`src/rtl/spn_pkg.sv`:
```
// spn_pkg: constants, register indexes and round functions of the 16-bit spn cipher
// shared by the cipher pipeline; depends on nothing

package spn_pkg;

  localparam int unsigned BlockW      = 16;
  localparam int unsigned KeyW        = 32;
  localparam int unsigned RoundsDef   = 4;
  localparam int unsigned RoundsMax   = 8;
  localparam logic [KeyW-1:0] KeyRst  = 32'hC001_CA75;
  localparam logic            MixRst  = 1'b1;

  typedef logic [BlockW-1:0] block_t;
  typedef logic [KeyW-1:0]   key_t;

  typedef enum logic [0:0] {
    CfgKey = 1'b0,
    CfgMix = 1'b1
  } cfg_idx_e;

  typedef enum logic {
    MixBits   = 1'b0,
    MixMatrix = 1'b1
  } mix_mode_e;

  function automatic logic [3:0] sbox(input logic [3:0] a);
    logic [3:0] y;
    unique case (a)
      4'h0: y = 4'h0;
      4'h1: y = 4'h3;
      4'h2: y = 4'h5;
      4'h3: y = 4'h8;
      4'h4: y = 4'h6;
      4'h5: y = 4'hC;
      4'h6: y = 4'hB;
      4'h7: y = 4'h7;
      4'h8: y = 4'hA;
      4'h9: y = 4'h4;
      4'hA: y = 4'h9;
      4'hB: y = 4'hE;
      4'hC: y = 4'hF;
      4'hD: y = 4'h1;
      4'hE: y = 4'h2;
      default: y = 4'hD;
    endcase
    return y;
  endfunction

  function automatic block_t sub_layer(input block_t x);
    return {sbox(x[15:12]), sbox(x[11:8]), sbox(x[7:4]), sbox(x[3:0])};
  endfunction

  // fixed bit transposition
  function automatic block_t bit_mix(input block_t x);
    block_t y;
    y = x & 16'h8421;
    y = y ^ ((x & 16'h0842) << 3);
    y = y ^ ((x & 16'h0084) << 6);
    y = y ^ ((x & 16'h0008) << 9);
    y = y ^ ((x & 16'h1000) >> 9);
    y = y ^ ((x & 16'h2100) >> 6);
    y = y ^ ((x & 16'h4210) >> 3);
    return y;
  endfunction

  // multiply by x in gf(2^4) mod x^4+x+1
  function automatic logic [3:0] gf_dbl(input logic [3:0] a);
    return {a[2:0], 1'b0} ^ (a[3] ? 4'h3 : 4'h0);
  endfunction

  function automatic logic [3:0] gf_trp(input logic [3:0] a);
    return gf_dbl(a) ^ a;
  endfunction

  function automatic block_t matrix_mix(input block_t x);
    logic [3:0] a0, a1, a2, a3, b0, b1, b2, b3;
    a0 = x[15:12];
    a1 = x[11:8];
    a2 = x[7:4];
    a3 = x[3:0];
    b0 = gf_dbl(a0) ^ gf_trp(a1) ^ a2 ^ a3;
    b1 = a0 ^ gf_dbl(a1) ^ gf_trp(a2) ^ a3;
    b2 = a0 ^ a1 ^ gf_dbl(a2) ^ gf_trp(a3);
    b3 = gf_trp(a0) ^ a1 ^ a2 ^ gf_dbl(a3);
    return {b0, b1, b2, b3};
  endfunction

  // round key i: low half of the key rotated right by 4*i
  function automatic block_t round_key(input key_t k, input int unsigned i);
    logic [2*KeyW-1:0] kk;
    kk = {k, k} >> (4 * i);
    return kk[BlockW-1:0];
  endfunction

endpackage

```
`src/rtl/spn_block_encrypt_16bit_unit.sv`:
```
// spn_block_encrypt_16bit_unit: fully unrolled, pipelined 16-bit spn block cipher
// uses spn_pkg for the s-box, mixing layers and round key derivation
//
//   channel | signals                                   | direction
//   --------+-------------------------------------------+----------
//   in      | in_valid_i, in_stall_o, plaintext_i       | word in
//   out     | out_valid_o, out_stall_i, ciphertext_o    | word out
//   cfg     | cfg_we_i, cfg_idx_i, cfg_wdata_i          | reg write
//
// one word per cycle while out_stall_i is low; one register stage per round
// plus the whitening stage at the input
// out_stall_i freezes only the stages that are full, bubbles still close up
// reset empties the pipeline and loads key 0xC001CA75 and matrix mixing

module spn_block_encrypt_16bit_unit #(
  parameter int unsigned Rounds = spn_pkg::RoundsDef
) (
  input  logic                          clk_i,
  input  logic                          rst_ni,
  input  logic                          in_valid_i,
  output logic                          in_stall_o,
  input  logic [spn_pkg::BlockW-1:0]    plaintext_i,
  output logic                          out_valid_o,
  input  logic                          out_stall_i,
  output logic [spn_pkg::BlockW-1:0]    ciphertext_o,
  input  logic                          cfg_we_i,
  input  spn_pkg::cfg_idx_e             cfg_idx_i,
  input  logic [spn_pkg::KeyW-1:0]      cfg_wdata_i
);
  import spn_pkg::*;

  localparam int unsigned NumStages = Rounds + 1;
  localparam int unsigned Last      = NumStages - 1;

  key_t      cipher_key_q;
  mix_mode_e mix_mode_q;

  logic [NumStages-1:0] valid_q;
  logic [NumStages:0]   ready;
  block_t               data_q [NumStages];
  block_t               data_d [NumStages];

  // configuration registers
  always_ff @(posedge clk_i or negedge rst_ni) begin
    if (!rst_ni) begin
      cipher_key_q <= KeyRst;
      mix_mode_q   <= mix_mode_e'(MixRst);
    end else if (cfg_we_i) begin
      unique case (cfg_idx_i)
        CfgKey: cipher_key_q <= cfg_wdata_i;
        CfgMix: mix_mode_q   <= mix_mode_e'(cfg_wdata_i[0]);
        default: ;
      endcase
    end
  end

  // a stage may load when it is empty or its word moves on
  always_comb begin
    ready[NumStages] = !out_stall_i;
    for (int s = Last; s >= 0; s--) begin
      ready[s] = !valid_q[s] || ready[s+1];
    end
  end

  for (genvar s = 0; s < NumStages; s++) begin : g_stage
    if (s == 0) begin : g_white
      assign data_d[s] = plaintext_i ^ round_key(cipher_key_q, 0);
    end else if (s == Last) begin : g_final
      assign data_d[s] = sub_layer(data_q[s-1]) ^ round_key(cipher_key_q, s);
    end else begin : g_round
      block_t sub;
      assign sub       = sub_layer(data_q[s-1]);
      assign data_d[s] = ((mix_mode_q == MixMatrix) ? matrix_mix(sub) : bit_mix(sub))
                         ^ round_key(cipher_key_q, s);
    end

    logic up_valid;
    if (s == 0) begin : g_vin
      assign up_valid = in_valid_i;
    end else begin : g_vpipe
      assign up_valid = valid_q[s-1];
    end

    always_ff @(posedge clk_i or negedge rst_ni) begin
      if (!rst_ni) begin
        valid_q[s] <= 1'b0;
      end else if (ready[s]) begin
        valid_q[s] <= up_valid;
      end
    end

    always_ff @(posedge clk_i) begin
      if (ready[s] && up_valid) begin
        data_q[s] <= data_d[s];
      end
    end
  end

  assign in_stall_o   = !ready[0];
  assign out_valid_o  = valid_q[Last];
  assign ciphertext_o = data_q[Last];

  a_accept_lands: assert property (@(posedge clk_i) disable iff (!rst_ni)
    in_valid_i && !in_stall_o |=> valid_q[0])
    else $error("accepted word did not enter the first stage");

  a_stall_full: assert property (@(posedge clk_i) disable iff (!rst_ni)
    in_stall_o |-> valid_q[0])
    else $error("input stalled with an empty first stage");

  a_free_flow: assert property (@(posedge clk_i) disable iff (!rst_ni)
    !out_stall_i |-> !in_stall_o)
    else $error("input stalled while output side is free");

  a_no_drop: assert property (@(posedge clk_i) disable iff (!rst_ni)
    $fell(valid_q[Last]) |-> $past(!out_stall_i))
    else $error("output word vanished without delivery");

endmodule
```
`config.mk`:
```
export PLATFORM = sky130hd
export DESIGN_NAME = spn_block_encrypt_16bit_unit
export DESIGN_NICKNAME = d
export VERILOG_FILES = /design/src/rtl/spn_pkg.sv /design/src/rtl/spn_block_encrypt_16bit_unit.sv
export SDC_FILE = /design/constraint.sdc
export NUM_CORES = 1
export LEC_CHECK = 0
export ABC_CLOCK_PERIOD_IN_PS = 3800
export BUFFER_PORTS_ARGS = -buffer_cell sky130_fd_sc_hd__buf_2
export CAP_MARGIN = 30
export CORE_ASPECT_RATIO = 0.7
export CORE_MARGIN = 4
export CORE_UTILIZATION = 41
export DETAILED_ROUTE_END_ITERATION = 10
export SYNTH_ARGS = -nofsm -noshare
export SYNTH_HDL_FRONTEND = slang
export SYNTH_SLANG_ARGS = --single-unit
```
`constraint.sdc`:
```
create_clock -name clk_i -period 3.8 [get_ports clk_i]
set_input_delay 0.19 -clock clk_i [delete_from_list [all_inputs] [get_ports clk_i]]
set_output_delay 0.19 -clock clk_i [all_outputs]
set_load 0.005 [all_outputs]
```
Yosys cells after proc, flatten, opt, wreduce, memory -nomap -nowiden
Memories as Yosys holds them, arrays and structs flattened.
Index checks and enable logic that the tools add are counted.
Widths: inputs -> output; s select.
{"block": "totals", "ff_bits": 38, "ramBits": 80, "romBits": 1024, "in_bits": 54, "word_cells": 152, "n_memories": 17}
{"block": "op_classes", "muxes": 25, "bitwise_logic": 84, "n_reduce_logical": 19}
{"memory": "data_q", "depth": 5, "word_bits": 16, "read_ports": 5, "rd_ports_with_merged_regs": 0, "wr": 5, "line_no": "spn_block_encrypt_16bit_unit.sv:40", "text": "block_t data_q [NumStages];"}
{"memory": "(name not given)", "depth": 16, "word_bits": 4, "read_ports": 1, "rd_ports_with_merged_regs": 0, "wr": 0, "line_no": "spn_pkg.sv:28", "text": "unique case (a)"}
{"memory": "(name not given)", "depth": 16, "word_bits": 4, "read_ports": 1, "rd_ports_with_merged_regs": 0, "wr": 0, "line_no": "spn_pkg.sv:28"}
{"memory": "(name not given)", "depth": 16, "word_bits": 4, "read_ports": 1, "rd_ports_with_merged_regs": 0, "wr": 0, "line_no": "spn_pkg.sv:28"}
{"memory": "(name not given)", "depth": 16, "word_bits": 4, "read_ports": 1, "rd_ports_with_merged_regs": 0, "wr": 0, "line_no": "spn_pkg.sv:28"}
{"memory": "(name not given)", "depth": 16, "word_bits": 4, "read_ports": 1, "rd_ports_with_merged_regs": 0, "wr": 0, "line_no": "spn_pkg.sv:28"}
{"memory": "+11 memories"}
{"cell": "$xor 4x4->4", "count": 48}
{"cell": "$xor 16x16->16", "count": 5}
{"cell": "$mux 16", "count": 3}
{"cell": "$xor 16x12->16", "count": 3}
{"cell": "$xor 16x13->16", "count": 3}
{"cell": "$xor 16x14->16", "count": 3}
{"cell": "$xor 16x15->16", "count": 3}
{"cell": "$xor 16x4->16", "count": 3}
{"cell": "$xor 16x8->16", "count": 3}
{"cell": "$xor 4x2->4", "count": 12}
{"cell": "$mux 2", "count": 12}
{"cell": "$mux 1", "count": 10}
{"cell": "$logic_not 1->1", "count": 7}
{"cell": "$logic_and 1x1->1", "count": 5}
{"cell": "$logic_or 1x1->1", "count": 5}
{"cell": "$reduce_and 2->1", "count": 2}
{"cell": "$not 1->1", "count": 1}

Logic depth before layout (Yosys ltp)
{"block": "depth", "word_depth": 9, "mapped_depth": 10}

Least setup slack after synthesis
OpenSTA, ideal clock, no wires.
{"block": "synth_timing", "kind": "flip-flop to flip-flop", "startpoint": "memory data_q[0][44] in the netlist's numbering", "endpoint": "memory data_q[0][49] in the netlist's numbering (data pin)", "setup_time_ps": 264, "arrival_time_ps": 2482, "required_ps": 3536, "path_slack_ps": 1054, "path_stages_with_launch": 9, "n_path_buf": 0, "period_less_slack_ps": 2746, "cell_sequence": "edfxtp_1 inv_1 ha_1 mux4_2 a21o_1 and3_1 or4_1 a31oi_1 xnor2_1"}
{"item": "start: declaration", "line_no": "spn_block_encrypt_16bit_unit.sv:40"}

==> flow_summary_export.csv <==
group,metric,value,unit
detailed_routing,drtIter0Drc,559,
global_routing,grt_max_degree,60,
worst_setup_path,start_kind,"flip-flop",
yosys,netlist_area,0.0108,sq mm
job,cap_violations,0,
detailed_routing,vias,7488,
sta,tns,0,ps
detailed_routing,remaining_drc_errors,0,
yosys,synth_cell_types,63,
worst_setup_path,path_max_fanout,6,
yosys,synthTopCellsByArea,"edfxtp_1, ha_1, xnor2_1",
worst_setup_path,required,3960,ps
yosys,yosysTopAreaCell,"edfxtp_1",
global_routing,antenna_found_initial,0,
cts,cts_inserted_buffers,17,
placed_design,hpwl,18.9,mm
yosys,ys_seq_area_share,31.2,%
yosys,synth_cells,1013,
floorplan,die_x,202,microns
cts,htreeDepth,4,
sta,fin_crit,3100,ps
final_layout,drive_gt1_share,19.1,%
global_routing,grt.total_usage,17.7,%
yosys,synthArstFlopShare,32.2,%
sta,finalCritPeriodShare,81.6,%
yosys,syn_nets,1163,
final_layout,areaGrowthSynthToFinish,13.5,%
global_routing,overflow,0,
final_layout,fillers,2385,
detailed_routing,totalWireLength,25.1,mm
detailed_routing,wl_per_cell,17.3,microns
yosys,synth_edf_count,80,
worst_setup_path,arrival,3260,ps
cts,clock_latency,430,ps
yosys,synth.ff_latch_count,118,
floorplan,die_h,144,microns
detailed_routing,avgViaCountPerCell,5.18,
sta,fmax,0.323,GHz
cts,clock_path_buffers,2,
floorplan,dieArea,0.0290,sq mm
sta,clock_skew,10.5,ps
floorplan,rows,49,
status,status,"finished clean",
final_layout,nNetsFinal,1226,
cts,clkSinkCount,118,
yosys,avgSynthCellArea,10.7,sq um
sta,grt_setup_unrepaired,"no",
global_routing,grt_first_pass_wirelength,40.1,mm
floorplan,start_util,41.8,%
floorplan,io_pins,72,
worst_setup_path,end_kind,"flip-flop",
detailed_routing,antenna_left,0,
yosys,synthFlopType,"edfxtp_1",
yosys,yosysTopAreaCellShare,22.2,%
sta,setup_violations,0,
cts,post-cts-setup-buffer-count,0,
yosys,ys.warnings.count,0,
floorplan,core_area,0.0258,sq mm
cts,cts-root-buf,"clkbuf_16",
global_routing,grt_pass1_vias,7249,
worst_setup_path,worstSetupPathType,"flip-flop to flip-flop",
sta,hold_viol_final,0,
min_path,min_path_type,"input pin to flip-flop",
final_layout,num_antenna_cells,0,
cts,path_clk_slew,70,ps
cts,cts_resized,0,
cts,cts_tree,"yes",
sta,tightest_slew,812,ps
sta,drv_slew,0,
detailed_routing,dr.pass1.iters,5,
sta,max_slew_margin,45.9,%
cts,cts_hold_buf,34,
placed_design,port_buffers,71,
placed_design,gp_congestion,0.891,
==> cells in the mapped netlist (all sizes together) (3+ instances only) <==
cell	number
a211o	9
a211oi	17
a21boi	3
a21o	7
a21oi	64
a31oi	10
and2	8
and3	6
buf	43
clkbuf	26
dfrtp	25
dfstp	13
edfxtp	80
ha	96
inv	67
mux2	38
mux2i	33
mux4	27
nand2	26
nand2b	21
nand3	8
nand4	4
nor2	70
nor2b	16
nor3	12
nor3b	4
o211a	3
o211ai	11
o21a	3
o21ai	28
o22ai	3
o311a	4
or2	4
or3	9
xnor2	103
xnor3	24
xor2	65
xor3	5
==> path summary, 6_finish.rpt <==
path                                            startpoint                      endpoint  slack, ps  cells after the start
max                                data_q[0][36]$_DFFE_PP_       data_q[0][53]$_DFFE_PP_        700                      8
min                                        cfg_wdata_i[19]  cipher_key_q[19]$_DFFE_PN0P_         20                      2
max reg2reg                        data_q[0][36]$_DFFE_PP_       data_q[0][53]$_DFFE_PP_        700                      8
min reg2reg                g_stage[4].up_valid$_DFFE_PN0P_       out_valid_o$_DFFE_PN0P_        470                      1
max in group asynchronous                           rst_ni  cipher_key_q[14]$_DFFE_PN1P_       3090                      3
min in group asynchronous                           rst_ni  cipher_key_q[28]$_DFFE_PN0P_        170                      2
==> metrics by stage <==
step | util (%) | setup WS [ps] | hold WS, ps | cells | cell area [sq um]
global route | 47.5 | 467 | 28.2 | 1446 | 12300
global placement | 43.8 | 760 | 378 | 1377 | 11300
detailed placement | 43.9 | 743 | 379 | 1378 | 11300
CTS | 47.3 | 710 | 1.47 | 1444 | 12200
finish | 47.5 | 699 | 17.2 | 1446 | 12300
floorplan | - | 1050 | -106 | 1013 | 10800
==> critical path: stages (launching register included) <==
cell,delay (ps)
edfxtp_1,460
inv_1,120
ha_1,390
mux2_2,290
mux2i_1,500
xnor2_1,300
xnor3_1,480
mux2i_1,180
xor2_1,110
==> cell type report <==
cell class	instances	area (sq um)	area share, %
sequential	118	3370	27.5
tap	357	447	3.64
inverter	67	251	2.05
clock buffer	17	425	3.47
timing repair buffer	113	801	6.53
multi-input combinational	759	6830	55.7
clock inverter	15	133	1.08
==> cell usage in the layout, fill, tap and decap left out, drive strengths merged, types with 13 or more instances in the layout <==
cell type and count:
xor2 65, edfxtp 80, dlygate4sd3 34, clkbuf 17, a21oi 64, a211oi 17, ha 96, mux2 38
xnor2 103, nor2b 16, mux4 27, mux2i 33, nand2b 21, o21ai 28, nor2 70, buf 79
dfrtp 25, inv 77, dfstp 13, nand2 26, xnor3 24
==> metal layers <==
layer | GRT usage, % | routed length, microns | vias up
li1 | - | - | 3664
met1 | 27.7 | 13200 | 3604
met2 | 23.8 | 9730 | 198
met3 | 4.76 | 1820 | 22
met4 | 4.35 | 352 | 0
met5 | 0 | 0 | -
==> cells by family (layout without fill, tap and decap cells) <==
| group | Yosys count | after routing | synth area share [%] |
|---|---|---|---|
| xor gates and xnor gates | 197 | 197 | 19.8 |
| AOI/OAI and AO/OA | 171 | 171 | 10.2 |
| DFF | 118 | 118 | 31.2 |
| adders and majority gates | 96 | 96 | 11.1 |
| and+or+nand+nor | 197 | 197 | 9.17 |
| muxes | 98 | 98 | 12.9 |
| buffers and inverters | 136 | 212 | 5.61 |
==> state kept, by name, indices dropped and copies added, names as in the netlist <==
register          cells
data_q               80
cipher_key_q         32
g_stage.up_valid      4
mix_mode_q            1
out_valid_o           1
Power is not shown: default switching activity piles up to over one toggle a cycle in this logic, so the estimate is an artifact.
